File: src/hw/rtl/dst_pkg.sv
// shared types and constants for the device slot table
package dst_pkg;
    localparam int DEVICE_SLOTS = 16;
    localparam int IDX_W = (DEVICE_SLOTS > 1) ? $clog2(DEVICE_SLOTS) : 1;
    localparam logic [15:0] INVALID_SHORT = 16'hFFFF;

    localparam logic [1:0] ST_EMPTY   = 2'd0;
    localparam logic [1:0] ST_ACTIVE  = 2'd1;
    localparam logic [1:0] ST_LEAVING = 2'd2;

    localparam logic [2:0] CMD_UPSERT    = 3'd0;
    localparam logic [2:0] CMD_FIND_SH   = 3'd1;
    localparam logic [2:0] CMD_FIND_IEEE = 3'd2;
    localparam logic [2:0] CMD_RESOLVE   = 3'd3;
    localparam logic [2:0] CMD_CLAIM     = 3'd4;
    localparam logic [2:0] CMD_RELEASE   = 3'd5;
    localparam logic [2:0] CMD_RESET     = 3'd6;
    localparam logic [2:0] CMD_RECLAIM   = 3'd7;

    typedef enum logic [7:0] {
        S_IDLE  = 8'b00000001,
        S_SCAN1 = 8'b00000010,
        S_ALLOC = 8'b00000100,
        S_AEND  = 8'b00001000,
        S_SCAN2 = 8'b00010000,
        S_EVICT = 8'b00100000,
        S_APPLY = 8'b01000000,
        S_DONE  = 8'b10000000
    } t_state;

    // controller to datapath
    typedef struct packed {
        logic load;       // capture the command
        logic scan_clr;   // clear scan pointer and eviction search result
        logic scan1;      // primary search step
        logic alloc;      // search empty slot step
        logic scan2;      // eviction search step
        logic evict;      // evict the found holder
        logic apply;      // execute the command on the selected slot
        logic emit;       // drive the result
    } t_ctl;

    // datapath to controller
    typedef struct packed {
        logic [2:0] cmd;
        logic       scan_last;
        logic       found;
        logic       found2;
    } t_sts;
endpackage

File: src/hw/rtl/dst_ctrl.sv
// controller state machine of the device slot table
module dst_ctrl import dst_pkg::*; (
    input  logic i_clk,
    input  logic i_rst_n,
    input  logic start,
    output logic busy,
    input  t_sts i_sts,
    output t_ctl o_ctl
);
    t_state r_state, n_state;

    always_ff @(posedge i_clk) begin
        if (!i_rst_n) begin
            r_state <= S_IDLE;
        end else begin
            r_state <= n_state;
        end
    end

    assign busy = (r_state != S_IDLE);

    always_comb begin
        n_state = r_state;
        o_ctl = '0;
        case (r_state)
            S_IDLE: begin
                if (start) begin
                    o_ctl.load = 1'b1;
                    o_ctl.scan_clr = 1'b1;
                    n_state = S_SCAN1;
                end
            end
            S_SCAN1: begin
                if (i_sts.cmd inside {CMD_UPSERT, CMD_FIND_SH, CMD_FIND_IEEE}) begin
                    o_ctl.scan1 = 1'b1;
                    if (i_sts.scan_last) begin
                        if (i_sts.cmd == CMD_UPSERT) begin
                            o_ctl.scan_clr = 1'b1;
                            n_state = S_ALLOC;
                        end else begin
                            n_state = S_DONE;
                        end
                    end
                end else begin
                    n_state = S_APPLY;
                end
            end
            S_ALLOC: begin
                if (i_sts.found) begin
                    o_ctl.scan_clr = 1'b1;
                    n_state = S_SCAN2;
                end else begin
                    o_ctl.alloc = 1'b1;
                    if (i_sts.scan_last) begin
                        n_state = S_AEND;
                    end
                end
            end
            S_AEND: begin
                if (i_sts.found) begin
                    o_ctl.scan_clr = 1'b1;
                    n_state = S_SCAN2;
                end else begin
                    n_state = S_DONE;
                end
            end
            S_SCAN2: begin
                o_ctl.scan2 = 1'b1;
                if (i_sts.scan_last) begin
                    n_state = S_EVICT;
                end
            end
            S_EVICT: begin
                o_ctl.evict = 1'b1;
                n_state = S_APPLY;
            end
            S_APPLY: begin
                o_ctl.apply = 1'b1;
                n_state = S_DONE;
            end
            S_DONE: begin
                o_ctl.emit = 1'b1;
                n_state = S_IDLE;
            end
            default: n_state = S_IDLE;
        endcase
    end
endmodule

File: src/hw/rtl/dst_datapath.sv
// slot storage, scan pointer and command execution of the device slot table
module dst_datapath import dst_pkg::*; (
    input  logic        i_clk,
    input  logic        i_rst_n,
    input  t_ctl        i_ctl,
    output t_sts        o_sts,
    input  logic [2:0]  i_command,
    input  logic [15:0] i_nwk_addr,
    input  logic [63:0] i_ieee_addr,
    input  logic        i_ieee_present,
    input  logic        i_include_inactive,
    input  logic [3:0]  i_slot_index,
    input  logic [31:0] i_generation_tag,
    input  logic        i_outstanding_work,
    output logic        o_valid,
    output logic        o_hit,
    output logic [3:0]  o_hit_index,
    output logic [31:0] o_hit_generation,
    output logic [15:0] o_hit_nwk_addr,
    output logic [15:0] o_hit_previous_short,
    output logic [1:0]  o_hit_state,
    output logic        o_hit_ieee_known,
    output logic [63:0] o_hit_ieee,
    output logic        o_discovery_granted
);
    logic [1:0]  r_status [DEVICE_SLOTS];
    logic [31:0] r_gen    [DEVICE_SLOTS];
    logic [15:0] r_short  [DEVICE_SLOTS];
    logic [15:0] r_prev   [DEVICE_SLOTS];
    logic [15:0] r_disc   [DEVICE_SLOTS];
    logic [63:0] r_ieee   [DEVICE_SLOTS];
    logic        r_known  [DEVICE_SLOTS];
    logic        r_out    [DEVICE_SLOTS];

    logic [2:0]  r_cmd;
    logic [15:0] r_a;
    logic [63:0] r_ie;
    logic        r_has, r_any, r_work;
    logic [3:0]  r_idx_in;
    logic [31:0] r_gtag;

    logic [IDX_W-1:0] r_ptr;
    logic             r_found, r_found2, r_granted, r_valid;
    logic [IDX_W-1:0] r_sel, r_old;

    logic [IDX_W-1:0] w_idx;
    logic             w_in_range, w_usable, w_m1, w_m2;
    logic [1:0]       w_st;

    assign w_in_range = ({28'd0, r_idx_in} < 32'(DEVICE_SLOTS));
    assign w_idx = IDX_W'({28'd0, r_idx_in});
    assign w_st = r_status[r_ptr];
    assign w_usable = (w_st != ST_EMPTY) && (r_any || w_st == ST_ACTIVE);
    always_comb begin
        w_m1 = 1'b0;
        case (r_cmd)
            CMD_UPSERT:
                w_m1 = r_has ? ((w_st != ST_EMPTY) && r_known[r_ptr] && r_ieee[r_ptr] == r_ie)
                             : ((w_st == ST_ACTIVE) && r_short[r_ptr] == r_a);
            CMD_FIND_SH: w_m1 = w_usable && r_short[r_ptr] == r_a;
            CMD_FIND_IEEE: w_m1 = w_usable && r_known[r_ptr] && r_ieee[r_ptr] == r_ie;
            default: w_m1 = 1'b0;
        endcase
    end
    assign w_m2 = (w_st != ST_EMPTY) && (r_short[r_ptr] == r_a);

    assign o_sts.cmd = r_cmd;
    assign o_sts.scan_last = (32'(r_ptr) == DEVICE_SLOTS - 1);
    assign o_sts.found = r_found;
    assign o_sts.found2 = r_found2;

    always_ff @(posedge i_clk) begin
        if (!i_rst_n) begin
            r_valid <= 1'b0;
            r_found <= 1'b0;
            r_found2 <= 1'b0;
            r_granted <= 1'b0;
            r_ptr <= '0;
            for (int i = 0; i < DEVICE_SLOTS; i++) begin
                r_status[i] <= ST_EMPTY;
                r_gen[i] <= '0;
                r_short[i] <= '0;
                r_prev[i] <= '0;
                r_disc[i] <= '0;
                r_ieee[i] <= '0;
                r_known[i] <= 1'b0;
                r_out[i] <= 1'b0;
            end
        end else begin
            r_valid <= i_ctl.emit;
            if (i_ctl.load) begin
                r_cmd <= i_command;
                r_a <= i_nwk_addr;
                r_ie <= i_ieee_addr;
                r_has <= i_ieee_present;
                r_any <= i_include_inactive;
                r_idx_in <= i_slot_index;
                r_gtag <= i_generation_tag;
                r_work <= i_outstanding_work;
                r_found <= 1'b0;
                r_granted <= 1'b0;
            end
            if (i_ctl.scan_clr) begin
                r_ptr <= '0;
                r_found2 <= 1'b0;
            end else if (i_ctl.scan1 || i_ctl.alloc || i_ctl.scan2) begin
                r_ptr <= r_ptr + 1'b1;
            end
            if (i_ctl.scan1 && !r_found && w_m1) begin
                r_found <= 1'b1;
                r_sel <= r_ptr;
            end
            if (i_ctl.alloc && w_st == ST_EMPTY) begin
                r_found <= 1'b1;
                r_sel <= r_ptr;
                r_gen[r_ptr] <= (r_gen[r_ptr] == 32'hFFFF_FFFF) ? 32'd1 : r_gen[r_ptr] + 32'd1;
                r_status[r_ptr] <= ST_ACTIVE;
                r_short[r_ptr] <= r_a;
                r_prev[r_ptr] <= INVALID_SHORT;
                r_disc[r_ptr] <= INVALID_SHORT;
                r_ieee[r_ptr] <= '0;
                r_known[r_ptr] <= 1'b0;
                r_out[r_ptr] <= 1'b0;
            end
            if (i_ctl.scan2 && !r_found2 && w_m2) begin
                r_found2 <= 1'b1;
                r_old <= r_ptr;
            end
            if (i_ctl.evict && r_found2 && r_old != r_sel) begin
                if (r_out[r_old]) begin
                    r_short[r_old] <= INVALID_SHORT;
                    r_status[r_old] <= ST_LEAVING;
                end else begin
                    r_short[r_old] <= INVALID_SHORT;
                    r_status[r_old] <= ST_EMPTY;
                    r_ieee[r_old] <= '0;
                    r_known[r_old] <= 1'b0;
                end
            end
            if (i_ctl.apply) begin
                case (r_cmd)
                    CMD_UPSERT: begin
                        r_status[r_sel] <= ST_ACTIVE;
                        if (r_short[r_sel] != INVALID_SHORT && r_short[r_sel] != r_a)
                            r_prev[r_sel] <= r_short[r_sel];
                        r_short[r_sel] <= r_a;
                        if (r_has) begin
                            r_ieee[r_sel] <= r_ie;
                            r_known[r_sel] <= 1'b1;
                        end
                    end
                    CMD_RESOLVE: begin
                        r_sel <= w_idx;
                        r_found <= w_in_range && (r_status[w_idx] != ST_EMPTY)
                                   && (r_any || r_status[w_idx] == ST_ACTIVE)
                                   && r_gen[w_idx] == r_gtag;
                    end
                    default: begin
                        r_sel <= w_idx;
                        r_found <= w_in_range;
                        if (w_in_range) begin
                            case (r_cmd)
                                CMD_CLAIM: begin
                                    if (r_status[w_idx] == ST_ACTIVE
                                        && r_short[w_idx] != INVALID_SHORT
                                        && r_disc[w_idx] != r_short[w_idx]) begin
                                        r_disc[w_idx] <= r_short[w_idx];
                                        r_granted <= 1'b1;
                                    end
                                end
                                CMD_RELEASE: begin
                                    if (r_disc[w_idx] == r_a) r_disc[w_idx] <= INVALID_SHORT;
                                end
                                CMD_RESET: r_disc[w_idx] <= INVALID_SHORT;
                                default: begin
                                    r_out[w_idx] <= r_work;
                                    if (r_status[w_idx] == ST_LEAVING && !r_work) begin
                                        r_short[w_idx] <= INVALID_SHORT;
                                        r_ieee[w_idx] <= '0;
                                        r_known[w_idx] <= 1'b0;
                                        r_status[w_idx] <= ST_EMPTY;
                                    end
                                end
                            endcase
                        end
                    end
                endcase
            end
        end
    end

    always_comb begin
        o_valid = r_valid;
        o_hit = r_valid && r_found;
        o_hit_index = '0;
        o_hit_generation = '0;
        o_hit_nwk_addr = '0;
        o_hit_previous_short = '0;
        o_hit_state = '0;
        o_hit_ieee_known = 1'b0;
        o_hit_ieee = '0;
        o_discovery_granted = 1'b0;
        if (o_hit) begin
            o_hit_index = 4'(32'(r_sel));
            o_hit_generation = r_gen[r_sel];
            o_hit_nwk_addr = r_short[r_sel];
            o_hit_previous_short = r_prev[r_sel];
            o_hit_state = r_status[r_sel];
            o_hit_ieee_known = r_known[r_sel];
            o_hit_ieee = r_ieee[r_sel];
            o_discovery_granted = r_granted;
        end
    end
endmodule

File: src/hw/rtl/device_slot_table.sv
// top level of the device slot table
// lookups scan every slot; upsert adds an empty-slot search and an eviction scan; slot commands skip the scans
// a new command is taken only after the strobe; busy stays high through the strobe
// the sixteen-slot scans of the controller set the upsert and lookup latency
// synchronous active-low reset empties every slot and clears all slot fields
// the result is shown for one cycle on o_done; the receiver cannot stall
module device_slot_table import dst_pkg::*; (
    input  logic        i_clk,
    input  logic        i_rst_n,
    input  logic        start,
    output logic        busy,
    input  logic [2:0]  i_command,
    input  logic [15:0] i_nwk_addr,
    input  logic [63:0] i_ieee_addr,
    input  logic        i_ieee_present,
    input  logic        i_include_inactive,
    input  logic [3:0]  i_slot_index,
    input  logic [31:0] i_generation_tag,
    input  logic        i_outstanding_work,
    output logic        o_done,
    output logic        o_hit,
    output logic [3:0]  o_hit_index,
    output logic [31:0] o_hit_generation,
    output logic [15:0] o_hit_nwk_addr,
    output logic [15:0] o_hit_previous_short,
    output logic [1:0]  o_hit_state,
    output logic        o_hit_ieee_known,
    output logic [63:0] o_hit_ieee,
    output logic        o_discovery_granted
);
    t_ctl w_ctl;
    t_sts w_sts;
    logic w_busy;

    assign busy = w_busy || o_done;

    dst_ctrl u_ctrl (
        .i_clk(i_clk), .i_rst_n(i_rst_n), .start(start && !o_done),
        .busy(w_busy), .i_sts(w_sts), .o_ctl(w_ctl)
    );

    dst_datapath u_dp (
        .i_clk(i_clk), .i_rst_n(i_rst_n), .i_ctl(w_ctl), .o_sts(w_sts),
        .i_command(i_command), .i_nwk_addr(i_nwk_addr), .i_ieee_addr(i_ieee_addr),
        .i_ieee_present(i_ieee_present), .i_include_inactive(i_include_inactive),
        .i_slot_index(i_slot_index), .i_generation_tag(i_generation_tag),
        .i_outstanding_work(i_outstanding_work), .o_valid(o_done), .o_hit(o_hit),
        .o_hit_index(o_hit_index), .o_hit_generation(o_hit_generation),
        .o_hit_nwk_addr(o_hit_nwk_addr), .o_hit_previous_short(o_hit_previous_short),
        .o_hit_state(o_hit_state), .o_hit_ieee_known(o_hit_ieee_known),
        .o_hit_ieee(o_hit_ieee), .o_discovery_granted(o_discovery_granted)
    );
endmodule

File: config.mk
export PLATFORM = sky130hd
export DESIGN_NAME = device_slot_table
export DESIGN_NICKNAME = d
export VERILOG_FILES = /design/src/hw/rtl/dst_pkg.sv /design/src/hw/rtl/dst_ctrl.sv /design/src/hw/rtl/dst_datapath.sv /design/src/hw/rtl/device_slot_table.sv
export SDC_FILE = /design/constraint.sdc
export NUM_CORES = 2
export LEC_CHECK = 0
export BUFFER_PORTS_ARGS = -buffer_cell sky130_fd_sc_hd__buf_2
export CAP_MARGIN = 40
export CORE_MARGIN = 5
export CORE_UTILIZATION = 25
export DETAILED_ROUTE_END_ITERATION = 7
export GPL_TIMING_DRIVEN = 0
export PLACE_DENSITY = 0.42
export SLEW_MARGIN = 10
export SYNTH_ARGS = -nofsm -noshare
export SYNTH_HDL_FRONTEND = slang
export SYNTH_SLANG_ARGS = --single-unit
File: constraint.sdc
create_clock -name i_clk -period 24.3 [get_ports i_clk]
set_input_delay 3.645 -clock i_clk [delete_from_list [all_inputs] [get_ports i_clk]]
set_output_delay 3.645 -clock i_clk [all_outputs]
set_load 0.02 [all_outputs]
Yosys cells after proc, flatten, opt, wreduce, memory -nomap -nowiden
Memory sizes are Yosys's and may differ from the RTL's. A register that Yosys moved wholly into a read port is not among the register bits.
Cells that the tools add are included.
{ "word_totals": {"register_bits": 146, "latchBits": 0, "mem_bits_rw": 2368, "mem_bits_ro": 0, "input_bits": 125, "output_inout_bits": 139, "n_memories": 8} }
{ "classes": {"add_sub_neg": 2, "n_mul": 0, "n_div": 0, "order_cmp": 0, "eq_ne": 33, "shift": 0, "n_mux": 197, "bitwise": 5, "reduce_logical": 68} }
{ "mem_list": {"columns": ["memory", "words", "word_bits", "rd", "rd_clocked_by_memory_dff", "write_ports", "line", "text"], "rows": [
  ["u_dp.r_ieee", 16, 64, 2, 2, 16, "dst_datapath.sv:31", "logic [63:0] r_ieee [DEVICE_SLOTS];"],
  ["u_dp.r_gen", 16, 32, 3, 3, 16, "dst_datapath.sv:27", "logic [31:0] r_gen [DEVICE_SLOTS];"],
  ["u_dp.r_disc", 16, 16, 1, 1, 16, "dst_datapath.sv:30", "logic [15:0] r_disc [DEVICE_SLOTS];"],
  ["u_dp.r_prev", 16, 16, 1, 1, 16, "dst_datapath.sv:29", "logic [15:0] r_prev [DEVICE_SLOTS];"],
  ["u_dp.r_short", 16, 16, 3, 3, 16, "dst_datapath.sv:28", "logic [15:0] r_short [DEVICE_SLOTS];"],
  ["u_dp.r_status", 16, 2, 3, 3, 16, "dst_datapath.sv:26", "logic [1:0] r_status [DEVICE_SLOTS];"],
  ["+2 memories", null, null, null, null, null, null, null]
]} }
{ "ops": {"columns": ["cell", "n"], "rows": [
  ["$mux W64", 5],
  ["$reduce_or A64 Y1", 4],
  ["$mux W16", 13],
  ["$mux W4", 49],
  ["$reduce_or A16 Y1", 8],
  ["$mux W1", 107],
  ["$mux W32", 3],
  ["$eq A64 B64 Y1", 1],
  ["$mux W8", 8],
  ["$pmux W8 S7", 1],
  ["$add A32 B1 Y32 const B", 1],
  ["$eq A16 B16 Y1", 2],
  ["$eq A32 B32 Y1", 1],
  ["$eq A32 B32 Y1 const B", 1],
  ["$ne A16 B16 Y1", 2],
  ["$ne A16 B16 Y1 const B", 2],
  ["$reduce_or A32 Y1", 1],
  ["$logic_and A1 B1 Y1", 23],
  ["$mux W2", 8],
  ["$reduce_or A2 Y1", 7],
  ["$eq A3 B3 Y1 const B", 3],
  ["$eq A8 B1 Y1 const B", 1],
  ["$eq A8 B2 Y1 const B", 1],
  ["$eq A8 B3 Y1 const B", 1],
  ["30 further kinds", 52]
]} }

Depth between registers and ports, before layout
{ "logic_depth": {"ltp_word": 13, "mapped_depth": 20, "depth_no_buf": 11} }

Modules after synthesis
From an unflattened synthesis, not the netlist that was laid out.
{ "unflattened": {"cells_unflattened": 9294, "area_unflattened_um2": 138019.9} }
{ "modules_own_cells": {"columns": ["mod", "n_inst", "cells_per_inst", "area_per_inst_um2"], "rows": [
  ["dst_datapath", 1, 9227, 137444.3],
  ["dst_ctrl", 1, 65, 560.5],
  ["device_slot_table", 1, 2, 15.0]
]} }

Least setup slack after synthesis
No wires, ideal clock.
{ "synth_timing": {"kind": "input-to-reg", "startpoint": "in i_rst_n", "endpoint": "mem u_dp.r_ieee[0][0], enable pin", "setup_time_ps": 577, "t_arrival_ps": 9774, "required_ps": 23723, "setup_slack_ps": 13949, "path_stages": 9, "n_path_buf": 2, "cell_sequence": "nand2_1 or3_1 clkbuf_1 nor2_1 mux2i_1 a21oi_1 or2_2 clkbuf_1 o21ai_0"} }
{ "synth_rtl": {"columns": ["item", "line", "text"], "rows": [
  ["from (decl)", "device_slot_table.sv:9", "input logic i_rst_n,"],
  ["to (decl)", "dst_datapath.sv:31", null]
]} }

==> metrics.txt <==
Setup Total Neg Slack 0 ps; post-route insts no fill between 15,000 and 20,000; class of the most critical setup path reg -> out; max-slew violation total from the final report 0; count of yosys warnings during synthesis 0; Overflow after GRT 0; Hold Crit Start u_dp.r_ptr[3]$_SDFFE_PP0N_; data required time of the worst path approximately 21,000 ps; full die area roughly 550,000 um^2; total power draw between 10 and 15 mW; count of unresolved DRC violations after routing 0; filler cell count in the final layout roughly 53,000; count of buffers added by post-CTS timing repair for setup 0; EDFF count, synth ~2,500; aggregate routed wire length a little under 700,000 um; transition time at the pin with the least slew margin between 1000 and 1500 ps; number of maximum-capacitance constraint violations 0; clock skew slightly above 80 ps; number of antenna violations at the first check in global routing 84; number of buffers inserted by hold repair at cts 0; largest net degree at the start of global routing between 50 and 60; cell count of the worst reg-to-reg path 20; first-pass iteration count of the detailed router 6; area inside the core boundary 533,200 um^2; die outline width between 700 and 800 um; area occupied by multi-input gates about 55,000 um^2; critical register-to-register path endpoint u_dp.r_gen[9][21]$_SDFFCE_PN0P_; number of nets in the layout 9,915; Worst Hold Path Cells 0; sequential element share of the synthesized area 0.5626; total buffers and inverters traversed by the critical path 7; category of the worst setup path capture point output port; count of buffers inserted at the top-level ports approximately 260; nets in the synthesized netlist about 8,900; Crit path largest cell delay approximately 800 ps; Resize count post-CTS 0; outcome complete, no violations; CTS root buffer clkbuf_16; sequential standard cell area roughly 75,000 um^2; final weighted congestion of routability-driven global placement between 0.9 and 1; cell with the largest stage delay on the worst path clkbuf_2; cell count after synthesis 8,770; critical path, cell by cell buf_2, buf_1, clkbuf_2, clkbuf_2, clkbuf_1, buf_6, mux4_2, mux4_2, and2_1, buf_2; RSZ-0062 raised after global routing no; count of clock tree sinks about 2,500; Area Growth Syn to Fin 21.02%; Max FO, Critical Path 10; Max rail drop VDD ~54 uV; CTS tree done; number of vias after detailed routing 95,530; Routed Antenna Nets 0; fraction of synthesis flops using an asynchronous set or reset pin 0; post-synthesis instance area about 130,000 um^2; average instance area after synthesis 15.27 um^2; global-route wire length before repair between 800,000 and 900,000 um; worst hold-check path type reg -> reg; kind of cell adding the most delay to the critical path buffers and inverters; number of endpoints with negative hold slack in the final report 0; Leakage Power approximately 55 nW; critical path startpoint category register; Hold Path End u_dp.r_old[3]$_DFFE_PP_; number of unique standard cell types used by synthesis 88; GRT Overall Usage 0.2420; clock transition time at the flip-flop clock pins of the worst setup and hold paths about 60 ps; number of H-tree levels 5; CP Data Arrival Time 6430 ps; DP Cell Count 16,470; I/O pins 264; final-report setup violation count 0; drt via density approximately 5.6; count of routing violations after the opening detailed-route iteration ~14,000; clock tree buffer depth 4; total CTS buffers 324; share of the clock period used by the worst path 0.4147; effective utilization at floorplan 0.2512; Routed WL per cell ~40 um; flop and latch count out of synthesis approximately 2,500; primary flip-flop cell chosen by synthesis mapping edfxtp_1; fraction of final layout cells with drive strength greater than 1 0.3049; fraction of the core area covered by cells at the end of the flow 0.3040; crit path time final 10,080 ps; vias in the first global route between 90,000 and 100k; highest achievable clock rate ~100 MHz; clock latency of the later-clocked register in the worst-skew pair between 1000 and 1500 ps; worst setup slack for register-to-register paths 14,520 ps; power density over the cells just over 70 nW/um^2; worst rel slew slack 0.2522; number of cell rows between 200 and 300; Hold Worst Slack 454.5 ps; height of the die 741.9 um; HPWL after detailed placement slightly above 500,000 um
## Yosys cell counts, drive strengths merged, types with 3 or more instances
cell / number / share of area
mux2: 21 / 0.0018
o211ai: 21 / 0.0013
a22oi: 33 / 0.0021
nand3: 66 / 0.0025
clkbuf: 545 / 0.015
and2: 1163 / 0.054
or2: 8 / 0.00037
o21bai: 16 / 0.00090
nand2b: 21 / 0.00098
a211oi: 5 / 0.00028
or4: 3 / 0.00017
nor3: 63 / 0.0024
mux4: 1435 / 0.24
dfxtp: 64 / 0.0096
nor3b: 6 / 0.00034
xnor2: 166 / 0.011
and3: 14 / 0.00065
o21ai: 69 / 0.0027
o31ai: 21 / 0.0013
nor4b: 3 / 0.00020
nand4: 39 / 0.0018
ha: 5 / 0.00047
nor2b: 8 / 0.00037
nand2: 213 / 0.0060
nor2: 1452 / 0.041
o22ai: 26 / 0.0013
a31oi: 24 / 0.0014
mux2i: 211 / 0.016
inv: 37 / 0.0010
nor4: 31 / 0.0015
or3: 14 / 0.00065
nand3b: 4 / 0.00022
o2111ai: 5 / 0.00033
edfxtp: 2466 / 0.55
a21oi: 40 / 0.0019
and4: 5 / 0.00033
o21a: 3 / 0.00022
a221oi: 9 / 0.00059
buf: 303 / 0.014
a2111oi: 7 / 0.00050
xor2: 94 / 0.0061
## power by group
group | switching [mW] | leakage [nW] | internal, mW
registers | 0.117 | 25.1 | 4.95
clock network | 2.10 | 5.10 | 2.82
logic | 0.865 | 24.8 | 0.558
## how the worst max path moves through the flow
stage | start | endpoint | cells after the start
2_1_floorplan | i_rst_n | u_dp.r_ieee[0][0]$_SDFFCE_PN0P_ | 9
3_3_place_gp | i_rst_n | u_dp.r_ieee[4][25]$_SDFFCE_PN0P_ | 10
3_5_place_dp | register | u_dp.r_gen[9][19]$_SDFFCE_PN0P_ | 20
4_1_cts | register | o_hit_ieee[60] | 11
5_1_grt | register | o_hit_ieee[60] | 11
6_report | register | o_hit_ieee[58] | 10
## metrics by stage
step	worst slack (ps)	instance area [um^2]
floorplan	13950	133900
detailed placement	14860	151300
global placement	2662	144000
global route	14170	162000
CTS	14320	161800
finish	14220	162100
## cells in the final DEF, fill, tap and decap left out, types with 27 or more instances in the layout
master | Yosys | final
nand3_1 | 66 | 66
clkinv_1 | 2 | 55
nor3_1 | 63 | 63
mux4_2 | 1413 | 1413
buf_12 | 6 | 97
buf_16 | 0 | 68
xor2_1 | 94 | 94
buf_1 | 100 | 48
buf_8 | 2 | 105
a22oi_1 | 27 | 27
o21ai_0 | 61 | 44
buf_2 | 109 | 434
and2_1 | 1161 | 1161
nand4_1 | 39 | 39
dfxtp_1 | 64 | 64
nor4_1 | 29 | 27
edfxtp_1 | 2466 | 2466
bufinv_16 | 0 | 27
nor2_1 | 1450 | 1449
nand2_1 | 213 | 177
mux2i_1 | 211 | 210
xnor2_1 | 166 | 166
diode_2 | 0 | 33
clkbuf_2 | 5 | 104
clkinv_2 | 0 | 58
buf_6 | 32 | 159
inv_1 | 35 | 35
clkbuf_16 | 0 | 330
buf_4 | 54 | 80
clkbuf_1 | 540 | 513
## worst reg2reg max path: stages, from the launching register on
cell,delay (ps)
dfxtp_1,810
buf_2,380
buf_4,330
buf_2,480
buf_4,570
buf_2,820
buf_2,720
buf_2,790
buf_4,580
mux4_2,450
ha_1,250
o21ai_0,320
or3_1,250
clkbuf_1,650
nor3_1,110
nand4_1,310
buf_6,270
clkbuf_1,480
clkbuf_1,390
nand3_1,460
nor2_1,210
## area by class of cell
cell class	count	area share
clock buffer	412	0.05335
timing repair buffer	689	0.05083
buffer	848	0.02522
sequential	2530	0.4649
inverter	39	0.0009342
multi-input combinational	5353	0.3390
clock inverter	175	0.01111
antenna	33	0.0005096
tap	7020	0.05420
## metal layers
metal,track usage,part of all wire,vias to the layer above
met2,0.3691,0.44,6701
li1,-,-,35940
met3,0.07305,0.11,1433
met4,0.1289,0.063,32
met1,0.3083,0.38,51430
met5,0.003895,0.00082,-
## flip-flops by register name, summed over array words and instances, names as in the netlist, 32 cells and up, named ones only
name and flops:
u_dp.r_ie 64, u_dp.r_gtag 32, u_dp.r_ieee 1024, u_dp.r_prev 256
u_dp.r_short 256, u_dp.r_status 32, u_dp.r_gen 512, u_dp.r_disc 256
## cells by family after synthesis
kind of cell               Yosys count  share of synthesized area
and+or+nand+nor                   3117                     0.1138
DFF                               2530                     0.5626
buffers and inverters              887                    0.03013
AOI/OAI and AO/OA                  304                    0.01655
adders and majority gates            5                  0.0004672
muxes                             1667                     0.2595
xor gates and xnor gates           260                    0.01701
Note: power is estimated with default switching activity, not from simulation.
